`src/sv/atrf_pkg.sv`:
```
// Package: shared types, constants and helpers of the transmit-request framer.
package atrf_pkg;

  localparam int MAX_PAYLOAD_DEF = 256;
  localparam int QUEUE_DEPTH     = 2;

  localparam logic [7:0]  START_DELIM = 8'h7E;
  localparam logic [7:0]  ESC_MARK    = 8'h7D;
  localparam logic [7:0]  XON_CHAR    = 8'h11;
  localparam logic [7:0]  XOFF_CHAR   = 8'h13;
  localparam logic [7:0]  ESC_XOR     = 8'h20;
  localparam logic [7:0]  TYPE_TX_REQ = 8'h10;
  localparam logic [7:0]  CSUM_BASE   = 8'hFF;
  localparam logic [15:0] LEN_EXTRA   = 16'd14;

  localparam logic [2:0] REG_ADDR64  = 3'd0;
  localparam logic [2:0] REG_ADDR16  = 3'd1;
  localparam logic [2:0] REG_FRAME_ID = 3'd2;
  localparam logic [2:0] REG_RADIUS  = 3'd3;
  localparam logic [2:0] REG_OPTIONS = 3'd4;

  localparam logic [63:0] ADDR64_RST  = 64'h0013_A200_415B_AD6C;
  localparam logic [15:0] ADDR16_RST  = 16'hFFFE;
  localparam logic [7:0]  FRAME_ID_RST = 8'h01;
  localparam logic [7:0]  RADIUS_RST  = 8'h00;
  localparam logic [7:0]  OPTIONS_RST = 8'h00;

  typedef struct packed {
    logic [63:0] addr64;
    logic [15:0] addr16;
    logic [7:0]  frame_id;
    logic [7:0]  radius;
    logic [7:0]  options;
  } cfg_t;

  typedef struct packed {
    logic [7:0]  data;
    logic        first;
    logic        last;
    logic [15:0] flen;
  } cmd_t;

  typedef enum logic [4:0] {
    SP_DELIM, SP_LEN_HI, SP_LEN_LO, SP_TYPE, SP_FID,
    SP_A64_7, SP_A64_6, SP_A64_5, SP_A64_4, SP_A64_3, SP_A64_2, SP_A64_1, SP_A64_0,
    SP_A16_HI, SP_A16_LO, SP_RADIUS, SP_OPTIONS, SP_DATA, SP_CSUM
  } step_t;

  typedef enum logic {
    BK_IDLE,
    BK_BUSY
  } bk_state_t;

  function automatic logic needs_esc(input logic [7:0] b);
    return (b == START_DELIM) || (b == ESC_MARK) || (b == XON_CHAR) || (b == XOFF_CHAR);
  endfunction

endpackage

```
`src/sv/atrf_queue.sv`:
```
// Short command queue between the framer front end and the byte sequencer.
module atrf_queue (
  input  logic               clk,
  input  logic               rst_n,
  input  logic               push,
  input  atrf_pkg::cmd_t     push_data,
  output logic               push_ready,
  input  logic               pop,
  output atrf_pkg::cmd_t     pop_data,
  output logic               pop_valid
);

  localparam int DEPTH = atrf_pkg::QUEUE_DEPTH;
  localparam int PTR_W = (DEPTH > 1) ? $clog2(DEPTH) : 1;
  localparam int CNT_W = $clog2(DEPTH + 1);

  atrf_pkg::cmd_t   mem_r [DEPTH];
  logic [PTR_W-1:0] wr_ptr_r, wr_ptr_nxt;
  logic [PTR_W-1:0] rd_ptr_r, rd_ptr_nxt;
  logic [CNT_W-1:0] count_r, count_nxt;
  logic             do_push, do_pop;

  assign push_ready = (count_r != CNT_W'(DEPTH));
  assign pop_valid  = (count_r != '0);
  assign pop_data   = mem_r[rd_ptr_r];
  assign do_push    = push && push_ready;
  assign do_pop     = pop && pop_valid;

  always_comb begin
    wr_ptr_nxt = wr_ptr_r;
    rd_ptr_nxt = rd_ptr_r;
    count_nxt  = count_r;
    if (do_push) begin
      wr_ptr_nxt = (wr_ptr_r == PTR_W'(DEPTH - 1)) ? '0 : wr_ptr_r + PTR_W'(1);
    end
    if (do_pop) begin
      rd_ptr_nxt = (rd_ptr_r == PTR_W'(DEPTH - 1)) ? '0 : rd_ptr_r + PTR_W'(1);
    end
    if (do_push && !do_pop) begin
      count_nxt = count_r + CNT_W'(1);
    end else if (do_pop && !do_push) begin
      count_nxt = count_r - CNT_W'(1);
    end
  end

  always_ff @(posedge clk) begin
    if (!rst_n) begin
      wr_ptr_r <= '0;
      rd_ptr_r <= '0;
      count_r  <= '0;
    end else begin
      wr_ptr_r <= wr_ptr_nxt;
      rd_ptr_r <= rd_ptr_nxt;
      count_r  <= count_nxt;
    end
  end

  always_ff @(posedge clk) begin
    if (do_push) begin
      mem_r[wr_ptr_r] <= push_data;
    end
  end

endmodule

```
`src/sv/atrf_front.sv`:
```
// Front end: accepts payload items, tracks frame position and queues commands.
module atrf_front #(
  parameter int MAX_PAYLOAD = atrf_pkg::MAX_PAYLOAD_DEF
) (
  input  logic           clk,
  input  logic           rst_n,
  input  logic           in_valid,
  output logic           in_ready,
  input  logic [7:0]     payload_byte,
  input  logic [8:0]     payload_length,
  output logic           push,
  output atrf_pkg::cmd_t cmd,
  input  logic           push_ready
);

  localparam int LIM   = (MAX_PAYLOAD < 511) ? MAX_PAYLOAD : 511;
  localparam int CNT_W = $clog2(LIM + 1);

  logic             in_frame_r, in_frame_nxt;
  logic [CNT_W-1:0] bytes_left_r, bytes_left_nxt;
  logic [CNT_W-1:0] len_sat;
  logic             last;

  assign in_ready = push_ready;
  assign push     = in_valid && push_ready;

  always_comb begin
    if (payload_length == 9'd0) begin
      len_sat = CNT_W'(1);
    end else if (int'(payload_length) > LIM) begin
      len_sat = CNT_W'(LIM);
    end else begin
      len_sat = CNT_W'(payload_length);
    end
  end

  always_comb begin
    if (!in_frame_r) begin
      last           = (len_sat == CNT_W'(1));
      bytes_left_nxt = len_sat - CNT_W'(1);
    end else begin
      last           = (bytes_left_r == CNT_W'(1));
      bytes_left_nxt = bytes_left_r - CNT_W'(1);
    end
    in_frame_nxt = !last;
    cmd.data     = payload_byte;
    cmd.first    = !in_frame_r;
    cmd.last     = last;
    cmd.flen     = 16'(len_sat) + atrf_pkg::LEN_EXTRA;
  end

  always_ff @(posedge clk) begin
    if (!rst_n) begin
      in_frame_r   <= 1'b0;
      bytes_left_r <= '0;
    end else if (push) begin
      in_frame_r   <= in_frame_nxt;
      bytes_left_r <= bytes_left_nxt;
    end
  end

endmodule

```
`src/sv/atrf_back.sv`:
```
// Back end: steps through header, payload and checksum bytes with escaping.
module atrf_back (
  input  logic           clk,
  input  logic           rst_n,
  input  atrf_pkg::cfg_t cfg,
  input  atrf_pkg::cmd_t cmd,
  input  logic           cmd_valid,
  output logic           cmd_pop,
  output logic           out_valid,
  input  logic           out_ready,
  output logic [7:0]     out_byte,
  output logic           out_last,
  output logic           out_done
);

  atrf_pkg::bk_state_t state_r, state_nxt;
  atrf_pkg::step_t     step_r, step_nxt;
  logic                esc_r, esc_nxt;
  logic [7:0]          sum_r, sum_nxt;
  logic                ov_r, ov_nxt;
  logic [7:0]          ob_r, ob_nxt;
  logic                ol_r, ol_nxt;
  logic                od_r, od_nxt;

  logic [7:0] cur;
  logic       adv, esc_first, item_end;

  assign out_valid = ov_r;
  assign out_byte  = ob_r;
  assign out_last  = ol_r;
  assign out_done  = od_r;

  always_comb begin
    case (step_r)
      atrf_pkg::SP_DELIM:   cur = atrf_pkg::START_DELIM;
      atrf_pkg::SP_LEN_HI:  cur = cmd.flen[15:8];
      atrf_pkg::SP_LEN_LO:  cur = cmd.flen[7:0];
      atrf_pkg::SP_TYPE:    cur = atrf_pkg::TYPE_TX_REQ;
      atrf_pkg::SP_FID:     cur = cfg.frame_id;
      atrf_pkg::SP_A64_7:   cur = cfg.addr64[63:56];
      atrf_pkg::SP_A64_6:   cur = cfg.addr64[55:48];
      atrf_pkg::SP_A64_5:   cur = cfg.addr64[47:40];
      atrf_pkg::SP_A64_4:   cur = cfg.addr64[39:32];
      atrf_pkg::SP_A64_3:   cur = cfg.addr64[31:24];
      atrf_pkg::SP_A64_2:   cur = cfg.addr64[23:16];
      atrf_pkg::SP_A64_1:   cur = cfg.addr64[15:8];
      atrf_pkg::SP_A64_0:   cur = cfg.addr64[7:0];
      atrf_pkg::SP_A16_HI:  cur = cfg.addr16[15:8];
      atrf_pkg::SP_A16_LO:  cur = cfg.addr16[7:0];
      atrf_pkg::SP_RADIUS:  cur = cfg.radius;
      atrf_pkg::SP_OPTIONS: cur = cfg.options;
      atrf_pkg::SP_DATA:    cur = cmd.data;
      atrf_pkg::SP_CSUM:    cur = atrf_pkg::CSUM_BASE - sum_r;
      default:              cur = cmd.data;
    endcase
  end

  assign adv       = (state_r == atrf_pkg::BK_BUSY) && (!ov_r || out_ready);
  assign esc_first = !esc_r && (step_r != atrf_pkg::SP_DELIM) && atrf_pkg::needs_esc(cur);
  assign item_end  = !esc_first && ((step_r == atrf_pkg::SP_CSUM) ||
                     ((step_r == atrf_pkg::SP_DATA) && !cmd.last));
  assign cmd_pop   = adv && item_end;

  always_comb begin
    state_nxt = state_r;
    case (state_r)
      atrf_pkg::BK_IDLE: begin
        if (cmd_valid) begin
          state_nxt = atrf_pkg::BK_BUSY;
        end
      end
      atrf_pkg::BK_BUSY: begin
        if (adv && item_end) begin
          state_nxt = atrf_pkg::BK_IDLE;
        end
      end
      default: state_nxt = atrf_pkg::BK_IDLE;
    endcase
  end

  always_comb begin
    step_nxt = step_r;
    esc_nxt  = esc_r;
    sum_nxt  = sum_r;
    ov_nxt   = ov_r && !out_ready;
    ob_nxt   = ob_r;
    ol_nxt   = ol_r;
    od_nxt   = od_r;
    case (state_r)
      atrf_pkg::BK_IDLE: begin
        if (cmd_valid) begin
          esc_nxt = 1'b0;
          if (cmd.first) begin
            step_nxt = atrf_pkg::SP_DELIM;
            sum_nxt  = '0;
          end else begin
            step_nxt = atrf_pkg::SP_DATA;
          end
        end
      end
      atrf_pkg::BK_BUSY: begin
        if (adv) begin
          ov_nxt = 1'b1;
          ob_nxt = esc_r ? (cur ^ atrf_pkg::ESC_XOR) : (esc_first ? atrf_pkg::ESC_MARK : cur);
          ol_nxt = item_end;
          od_nxt = item_end && (step_r == atrf_pkg::SP_CSUM);
          if (esc_first) begin
            esc_nxt = 1'b1;
          end else begin
            esc_nxt = 1'b0;
            if (step_r inside {[atrf_pkg::SP_TYPE:atrf_pkg::SP_DATA]}) begin
              sum_nxt = sum_r + cur;
            end
            if (step_r == atrf_pkg::SP_DATA) begin
              if (cmd.last) begin
                step_nxt = atrf_pkg::SP_CSUM;
              end
            end else if (step_r != atrf_pkg::SP_CSUM) begin
              step_nxt = atrf_pkg::step_t'(step_r + 5'd1);
            end
          end
        end
      end
      default: ov_nxt = 1'b0;
    endcase
  end

  always_ff @(posedge clk) begin
    if (!rst_n) begin
      state_r <= atrf_pkg::BK_IDLE;
      step_r  <= atrf_pkg::SP_DELIM;
      esc_r   <= 1'b0;
      sum_r   <= '0;
      ov_r    <= 1'b0;
    end else begin
      state_r <= state_nxt;
      step_r  <= step_nxt;
      esc_r   <= esc_nxt;
      sum_r   <= sum_nxt;
      ov_r    <= ov_nxt;
    end
  end

  always_ff @(posedge clk) begin
    ob_r <= ob_nxt;
    ol_r <= ol_nxt;
    od_r <= od_nxt;
  end

endmodule

```
`src/sv/api_tx_request_framer_escaped.sv`:
```
// Top level: escaped API transmit-request framer with configuration registers.
// Each input item is one payload byte; the first item of a frame also carries the
// frame's payload length (0 is taken as 1, values above MAX_PAYLOAD saturate).
// The back-end sequencer emits one frame byte per cycle while out_tready allows
// it, but loads each queued item in its idle state, where it starts no byte. The
// first item of a frame adds the 17 header bytes plus their escapes; the last adds
// the checksum byte (2 when escaped). tlast marks the last byte an item causes,
// tuser[0] marks the byte that ends the frame. A two-entry queue lets input items
// be taken while the sequencer or the output stalls.
module api_tx_request_framer_escaped #(
  parameter int MAX_PAYLOAD = atrf_pkg::MAX_PAYLOAD_DEF
) (
  input  logic        clk,
  input  logic        rst_n,
  input  logic        in_tvalid,
  output logic        in_tready,
  input  logic [23:0] in_tdata,   // [7:0] payload_byte, [16:8] payload_length, rest zero
  output logic        out_tvalid,
  input  logic        out_tready,
  output logic [7:0]  out_tdata,  // [7:0] out_byte
  output logic        out_tlast,
  output logic [0:0]  out_tuser,  // [0] frame_done
  input  logic        cfg_we,
  input  logic [2:0]  cfg_addr,
  input  logic [63:0] cfg_wdata
);

  atrf_pkg::cfg_t cfg_r;
  atrf_pkg::cmd_t push_cmd, head_cmd;
  logic           q_push, q_ready, q_pop, q_valid;

  always_ff @(posedge clk) begin
    if (!rst_n) begin
      cfg_r.addr64   <= atrf_pkg::ADDR64_RST;
      cfg_r.addr16   <= atrf_pkg::ADDR16_RST;
      cfg_r.frame_id <= atrf_pkg::FRAME_ID_RST;
      cfg_r.radius   <= atrf_pkg::RADIUS_RST;
      cfg_r.options  <= atrf_pkg::OPTIONS_RST;
    end else if (cfg_we) begin
      case (cfg_addr)
        atrf_pkg::REG_ADDR64:   cfg_r.addr64   <= cfg_wdata;
        atrf_pkg::REG_ADDR16:   cfg_r.addr16   <= cfg_wdata[15:0];
        atrf_pkg::REG_FRAME_ID: cfg_r.frame_id <= cfg_wdata[7:0];
        atrf_pkg::REG_RADIUS:   cfg_r.radius   <= cfg_wdata[7:0];
        atrf_pkg::REG_OPTIONS:  cfg_r.options  <= cfg_wdata[7:0];
        default: ;
      endcase
    end
  end

  atrf_front #(
    .MAX_PAYLOAD(MAX_PAYLOAD)
  ) u_front (
    .clk           (clk),
    .rst_n         (rst_n),
    .in_valid      (in_tvalid),
    .in_ready      (in_tready),
    .payload_byte  (in_tdata[7:0]),
    .payload_length(in_tdata[16:8]),
    .push          (q_push),
    .cmd           (push_cmd),
    .push_ready    (q_ready)
  );

  atrf_queue u_queue (
    .clk       (clk),
    .rst_n     (rst_n),
    .push      (q_push),
    .push_data (push_cmd),
    .push_ready(q_ready),
    .pop       (q_pop),
    .pop_data  (head_cmd),
    .pop_valid (q_valid)
  );

  atrf_back u_back (
    .clk      (clk),
    .rst_n    (rst_n),
    .cfg      (cfg_r),
    .cmd      (head_cmd),
    .cmd_valid(q_valid),
    .cmd_pop  (q_pop),
    .out_valid(out_tvalid),
    .out_ready(out_tready),
    .out_byte (out_tdata),
    .out_last (out_tlast),
    .out_done (out_tuser[0])
  );

`ifndef SYNTHESIS
  a_done_is_last: assert property (@(posedge clk) disable iff (!rst_n)
    out_tvalid && out_tuser[0] |-> out_tlast)
    else $error("frame end byte without tlast");

  a_pop_needs_head: assert property (@(posedge clk) disable iff (!rst_n)
    q_pop |-> q_valid)
    else $error("sequencer popped an empty queue");

  a_push_needs_room: assert property (@(posedge clk) disable iff (!rst_n)
    q_push |-> q_ready)
    else $error("item queued while queue full");

  a_reset_clears_out: assert property (@(posedge clk)
    !rst_n |=> !out_tvalid)
    else $error("output valid after reset");
`endif

endmodule
```
`config.mk`:
```
export PLATFORM = sky130hd
export DESIGN_NAME = api_tx_request_framer_escaped
export DESIGN_NICKNAME = d
export VERILOG_FILES = /design/src/sv/atrf_pkg.sv /design/src/sv/atrf_queue.sv /design/src/sv/atrf_front.sv /design/src/sv/atrf_back.sv /design/src/sv/api_tx_request_framer_escaped.sv
export SDC_FILE = /design/constraint.sdc
export NUM_CORES = 1
export LEC_CHECK = 0
export BUFFER_PORTS_ARGS = -buffer_cell sky130_fd_sc_hd__buf_2
export CAP_MARGIN = 0
export CORE_MARGIN = 2
export CORE_UTILIZATION = 25
export CTS_CLUSTER_SIZE = 20
export DETAILED_ROUTE_END_ITERATION = 8
export GPL_ROUTABILITY_DRIVEN = 1
export HOLD_SLACK_MARGIN = 0.12
export SKIP_LAST_GASP = 1
export SLEW_MARGIN = 0
export SYNTH_ARGS = -nofsm -noshare
export SYNTH_HDL_FRONTEND = slang
export SYNTH_SLANG_ARGS = --single-unit
```
`constraint.sdc`:
```
create_clock -name clk -period 4.76 [get_ports clk]
set_clock_uncertainty 0.2 [all_clocks]
set_input_delay 0.952 -clock clk [delete_from_list [all_inputs] [get_ports clk]]
set_output_delay 0.952 -clock clk [all_outputs]
set_load 0.01 [all_outputs]
```
==> results.yml, run 1 <==
setup_path:
  r2r_start: "u_back.step_r[0]"
  required_ns: 4.92
  critical_path_class: "flip-flop to flip-flop"
  cp-start-kind: "flip-flop"
  crit_arrival_ns: 4.60
  cp_max_fo: 9
  end_kind: "flip-flop"
  crit_start: "u_back.step_r[0]"
routing:
  drtIter0Drc: 612
  ant_nets: 0
  wl_per_cell_um: 17.59
  vias: 7754
  vias_per_cell: 4.877
  first_pass_iters: 5
  drcViolationCount: 0
  routed_wl_um: 27970
finish:
  drive_gt1_share_pct: 17.74
  layout_common_cells: "nand2_1 (230), dfxtp_1 (135), buf_2 (99)"
  postLayoutCellArea_um2: 10910
  fin_nets: 1225
  final_common_cell: "nand2_1"
  fill_cells: 3834
  num_antenna_cells: 0
  area_growth_pct: 17.95
synth:
  synth_area_um2: 9249
  synth_edf_count: 50
  ys_seq_area_share_pct: 45.45
  ys.flop_type: "dfxtp_1"
  ys_ff_latch: 185
  syn_avg_cell_area_um2: 9.085
  synth.distinct_cells: 88
  ys_warn_count: 0
  synth_async_sr_flop_share_pct: 0
  syn_inst: 1018
die:
  die_w_um: 196.3
  die_area_um2: 38550
  core-area_um2: 36520
  initial_core_util_pct: 25.32
  io_pins: 108
  die_y_um: 196.3
  fp-row-count: 70
power_and_ir_drop:
  p_switching_mw: 1.283
  clockPowerShare_pct: 33.5
  p_per_area_nw_per_um2: 387.2
  switching_share_pct: 30.37
  pwr-share-seq_pct: 42.7
  combPwrFrac_pct: 23.8
  p_int_mw: 2.941
  p_leak_nw: 4.098
  max-vdd-ir-drop_uv: 243.1
clock_network:
  cts_sinks: 185
  cts_setup_buffers: 0
  cts_max_path_buffers: 2
  postCtsHoldBufs: 0
  cts_htree_levels: 4
  cts_resized: 0
  clock_latency_ns: 0.44
  clockRootBuffer: "clkbuf_16"
  path_clk_slew_ns: 0.07
  cts_buffers: 17
  cts_tree: "built"
job:
  maxCapViolCount: 0
timing:
  setup_tns_ns: 0
  rsz0062_at_grt: "false"
  fin_crit_sh_pct: 93.11
  final-hold-violation-count: 0
  fmax_ghz: 0.2256
  finalSetupViolCount: 0
  drv_slew: 0
  tightest_slew_ns: 1.063
  post-route-min-period_ns: 4.432
  max_slew_margin_pct: 29.03
global_route:
  met2_usage_pct: 22.41
  grt_util_met3_pct: 2.361
  grt_max_degree: 69
  grt_util_met1_pct: 20.49
  grt_antenna_before_repair: 1
  grt_pass1_wl_um: 43430
  grt-ovfl-total: 0
  grt-busiest-layer: "met2"
  first_global_vias: 7427
  grt_usage_pct: 14.61
place:
  place_congestion: 0.9024
  io_buffers: 100
  hpwl_um: 20890
  placed_area_um2: 10330
worst_hold_path:
  hp-class: "flip-flop to flip-flop"
  hold_start: "cfg_r[41]"
run_status:
  status: "finished, final reports clean"
==> worst paths after layout <==
kind	slack, ns	to	depth (start not counted)
max	0.33	u_queue.count_r[1]	14
min reg2reg	0.27	cfg_r[41]	2
max reg2reg	0.33	u_queue.count_r[1]	14
min	0.27	cfg_r[41]	2
==> layout make-up <==
| cell class | instances | area [um^2] | area share [%] |
|---|---|---|---|
| clock buffers | 18 | 429.2 | 3.934 |
| clock inverters | 14 | 142.6 | 1.307 |
| inverters | 26 | 97.59 | 0.8946 |
| multi-input cells | 743 | 4664 | 42.76 |
| flip-flops and latches | 185 | 4204 | 38.54 |
| well taps | 468 | 585.6 | 5.368 |
| repair buffers | 136 | 785.8 | 7.203 |
==> state kept, by name (all words and copies together) (netlist names), named ones only <==
register	count
u_back.sum_r	8
u_back.out_last	1
u_queue.wr_ptr_r	1
u_queue.mem_r	40
u_front.bytes_left_r	9
u_queue.rd_ptr_r	1
u_back.out_valid	1
u_queue.count_r	2
cfg_r	104
u_front.in_frame_r	1
u_back.out_done	1
u_back.state_r	1
u_back.esc_r	1
u_back.out_byte	8
u_back.step_r	5
==> power by group through the flow <==
stage / Sequential, mW / Clock (mW) / Combinational (mW)
after global routing: 1.81 / 1.50 / 1.11
after CTS: 1.80 / 1.44 / 1.01
after floorplan: 1.82 / 0 / 0.650
after detailed placement: 1.84 / 0 / 1.00
after global placement: 1.83 / 0 / 0.992
final: 1.80 / 1.42 / 1.00
==> critical path, stage by stage (launching register included) <==
cell and delay (ns):
dfxtp_1 0.48, inv_1 0.13, ha_1 0.37, buf_4 0.23, a22oi_1 0.21, a21oi_1 0.16
a2111oi_0 0.46, a22oi_1 0.27, buf_4 0.20, or4_4 0.45, o22a_4 0.25, o211ai_2 0.16
ha_1 0.27, or3_1 0.36, a21boi_0 0.16
==> Yosys cell counts, types with 3 or more instances <==
library cell  number  share of area (%)
nand2_1          231                9.4
dfxtp_1          135                 29
a21boi_0          61                5.0
nand3_1           51                2.8
edfxtp_1          50                 16
clkbuf_1          45                1.8
nor2_1            40                1.6
mux2i_1           35                3.8
o21ai_0           32                1.7
inv_1             24               0.97
a21oi_1           23                1.2
ha_1              19                2.6
nor2b_1           19                1.3
buf_2             14               0.76
nand2b_1          14               0.95
a22o_1            12                1.1
a22oi_1           12               0.97
mux2_2            11                1.3
xnor2_1           11                1.0
nand3b_1           9               0.73
nand4_1            9               0.61
nor3_1             8               0.43
o211ai_1           8               0.65
and3_1             7               0.47
a211oi_1           6               0.49
a31oi_1            6               0.41
and2_1             6               0.41
o22ai_1            6               0.41
and3b_1            5               0.47
nor4_1             5               0.34
or2_2              5               0.34
xor2_1             5               0.47
a2111oi_0          4               0.38
a21o_1             4               0.32
a221oi_1           4               0.38
a2bb2oi_1          4               0.38
a32oi_1            4               0.38
buf_6              4               0.49
o2bb2ai_1          4               0.38
or3_1              4               0.27
o2111ai_1          3               0.28
o21a_1             3               0.24
o32a_1             3               0.32
==> kinds of logic after synthesis <==
logic type	count (synthesis)	share of synthesized area, %
other cells	1	0.04055
buf+inv	91	4.248
compound gates	228	18.78
xor+xnor	16	1.515
simple gates	428	21.64
flops	185	45.45
fa+ha+maj	20	2.787
mux	49	5.533
==> routing by layer <==
metal,share of wire (%),vias up
met3,4.6,45
met4,2.8,2
met2,44,205
met1,48,3700
li1,-,3802
met5,0.025,-
==> metrics by stage <==
| stage | hold WS, ns | setup slack (ns) | std cells | util [%] | total power [mW] |
|---|---|---|---|---|---|
| after floorplan | 0.2316 | 0.3755 | 1019 | - | 2.472 |
| after global placement | 0.2450 | 0.2200 | 1558 | 28.30 | 2.827 |
| after detailed placement | 0.2542 | 0.1775 | 1558 | 28.30 | 2.841 |
| after CTS | 0.2672 | 0.1613 | 1590 | 29.86 | 4.246 |
| after global routing | 0.2883 | 0.06523 | 1590 | 29.87 | 4.427 |
| final | 0.2650 | 0.3277 | 1590 | 29.87 | 4.224 |
Note: power is estimated with default switching activity, not from simulation.
==> run 2: changes to the inputs <==
==> constraint.sdc (replaced) <==
create_clock -name clk -period 4.76 [get_ports clk]
set_clock_uncertainty 0.2 [all_clocks]
set_input_delay 1.19 -clock clk [delete_from_list [all_inputs] [get_ports clk]]
set_output_delay 1.19 -clock clk [all_outputs]
set_load 0.01 [all_outputs]
==> results.yml, run 2 (synthesis results as in run 1) <==
power_and_ir_drop:
  pwr-share-seq_pct: 42.1
  p_int_mw: 2.955
  switching_share_pct: 30.93
  p_per_area_nw_per_um2: 390.6
  max-vdd-ir-drop_uv: 239.4
  clockPowerShare_pct: 34.5
  p_switching_mw: 1.323
  p_leak_nw: 4.118
  p_total_mw: 4.278
  combPwrFrac_pct: 23.4
clock_network:
  cts_htree_levels: 4
  cts_tree: "built"
  path_clk_slew_ns: 0.07
  clock_latency_ns: 0.43
  cts_sinks: 185
  cts_max_path_buffers: 2
  cts_setup_buffers: 0
  clockRootBuffer: "clkbuf_16"
  cts_buffers: 17
routing:
  routed_wl_um: 27670
  ant_nets: 0
  first_pass_iters: 5
  drtIter0Drc: 613
  drcViolationCount: 0
  vias: 7710
  wl_per_cell_um: 17.42
  vias_per_cell: 4.852
timing:
  final-hold-violation-count: 0
  drv_slew: 0
  fin_crit_sh_pct: 92.65
  rsz0062_at_grt: "false"
  tightest_slew_ns: 1.039
  finalSetupViolCount: 0
  post-route-min-period_ns: 4.410
  max_slew_margin_pct: 30.65
  setup_tns_ns: 0
  fmax_ghz: 0.2267
worst_hold_path:
  hold_depth: 2
  hp-class: "flip-flop to flip-flop"
  hold_end: "cfg_r[18]"
  hold_start: "cfg_r[18]"
global_route:
  first_global_vias: 7362
  grt_pass1_wl_um: 43140
  grt_antenna_before_repair: 1
  grt_usage_pct: 14.44
  grt_max_degree: 71
  grt-ovfl-total: 0
setup_path:
  critical_path_class: "flip-flop to flip-flop"
  cp_slowest_stage_delay_ns: 0.47
  crit_arrival_ns: 4.56
  ff2ff_setup_slack_ns: 0.35
  path_buf_inv: 3
  cpMaxStageDelayCell: "dfxtp_1"
  r2r_start: "u_back.step_r[0]"
  cp_max_fo: 9
  path_cells: "inv_1, ha_1, buf_4, a22oi_1, a21oi_1, a2111oi_0, a22oi_1, buf_4, or4_4, o22a_4, o211ai_2, ha_1, or3_1, a21boi_0"
  end_kind: "flip-flop"
  cp-start-kind: "flip-flop"
  required_ns: 4.91
  critPathTopFamily: "compound AO/OA/AOI/OAI gates"
  r2r_cells: 14
  rr_endpoint: "u_queue.count_r[1]"
finish:
  area_growth_pct: 18.41
  stdcell_count: 1589
  postLayoutCellArea_um2: 10950
  largest_register: "cfg_r"
  drive_gt1_share_pct: 18.02
  final_common_cell: "nand2_1"
  fin_nets: 1224
  largest_register_ffs: 104
  reg_top3: "cfg_r: 104 flops, u_queue.mem_r: 40 flops, u_front.bytes_left_r: 9 flops"
  num_antenna_cells: 0
  layout_common_cells: "nand2_1 (230), dfxtp_1 (135), buf_2 (99)"
die:
  io_pins: 108
  core-area_um2: 36520
  die_w_um: 196.3
  die_area_um2: 38550
  initial_core_util_pct: 25.32
  fp-row-count: 70
  die_y_um: 196.3
place:
  io_buffers: 100
  place_congestion: 0.8919
  placed_area_um2: 10340
  hpwl_um: 21010
  dp_cells: 1557
run_status:
  status: "finished, final reports clean"
job:
  maxCapViolCount: 0
[run 2: cell types whose count changed in the layout (fill, tap and decap cells not counted), sizes merged]
cell,before,now
buf,136,135
clkbuf,18,17
clkinvlp,1,0
inv,29,31
[run 2: worst max-delay path by stage]
stage | from | endpoint | cells after the start
final | u_back.step_r[0] | u_queue.count_r[1] | 14
after global routing | u_back.step_r[0] | u_back.sum_r[7] | 16
after CTS | u_back.step_r[0] | u_back.sum_r[7] | 16
after detailed placement | u_back.step_r[0] | u_back.sum_r[7] | 16
after global placement | u_back.step_r[0] | u_back.sum_r[7] | 16
after floorplan | u_back.step_r[0] | u_queue.count_r[1] | 14
[run 2: area by class of cell]
| type | count | area, um^2 |
|---|---|---|
| clock buffers | 17 | 425.4 |
| flip-flops and latches | 185 | 4204 |
| fillers | 3788 | 25570 |
| well taps | 468 | 585.6 |
| repair buffers | 135 | 790.8 |
| clock inverters | 15 | 183.9 |
| multi-input cells | 743 | 4664 |
| inverters | 26 | 97.59 |
[run 2: repair_timing]
item                       4_1_cts  5_1_grt
setup endpoints to repair        0        1
gates resized for setup          0        1
hold buffers                     0        0
[run 2: metrics by stage]
step,setup WS (ns),hold WS [ns],util (%)
3_5_place_dp,0.2221,0.2498,28.31
2_1_floorplan,0.3755,0.2316,-
6_report,0.3496,0.2600,29.99
5_1_grt,0.04809,0.2880,29.99
3_3_place_gp,0.2777,0.2435,28.31
4_1_cts,0.2012,0.2637,29.98
[run 2: routing by layer]
| layer | wire (um) | vias up | GRT usage (%) |
|---|---|---|---|
| met5 | 13 | - | 0 |
| met4 | 440 | 2 | 4.012 |
| met3 | 1088 | 25 | 2.088 |
| met2 | 12690 | 188 | 23.48 |
| met1 | 13440 | 3701 | 19.97 |
| li1 | - | 3794 | - |
[run 2: power by group through the flow]
stage	Sequential (mW)	Combinational (mW)	Clock, mW
after floorplan	1.82	0.650	0
after global placement	1.83	0.987	0
after detailed placement	1.84	0.998	0
after CTS	1.80	1.00	1.50
after global routing	1.81	1.10	1.56
final	1.80	1.00	1.48
[run 2: worst min-delay path: stages, from the launching register on]
cell and delay (ns):
dfxtp_1 0.31, nand2_1 0.04, a21boi_0 0.06
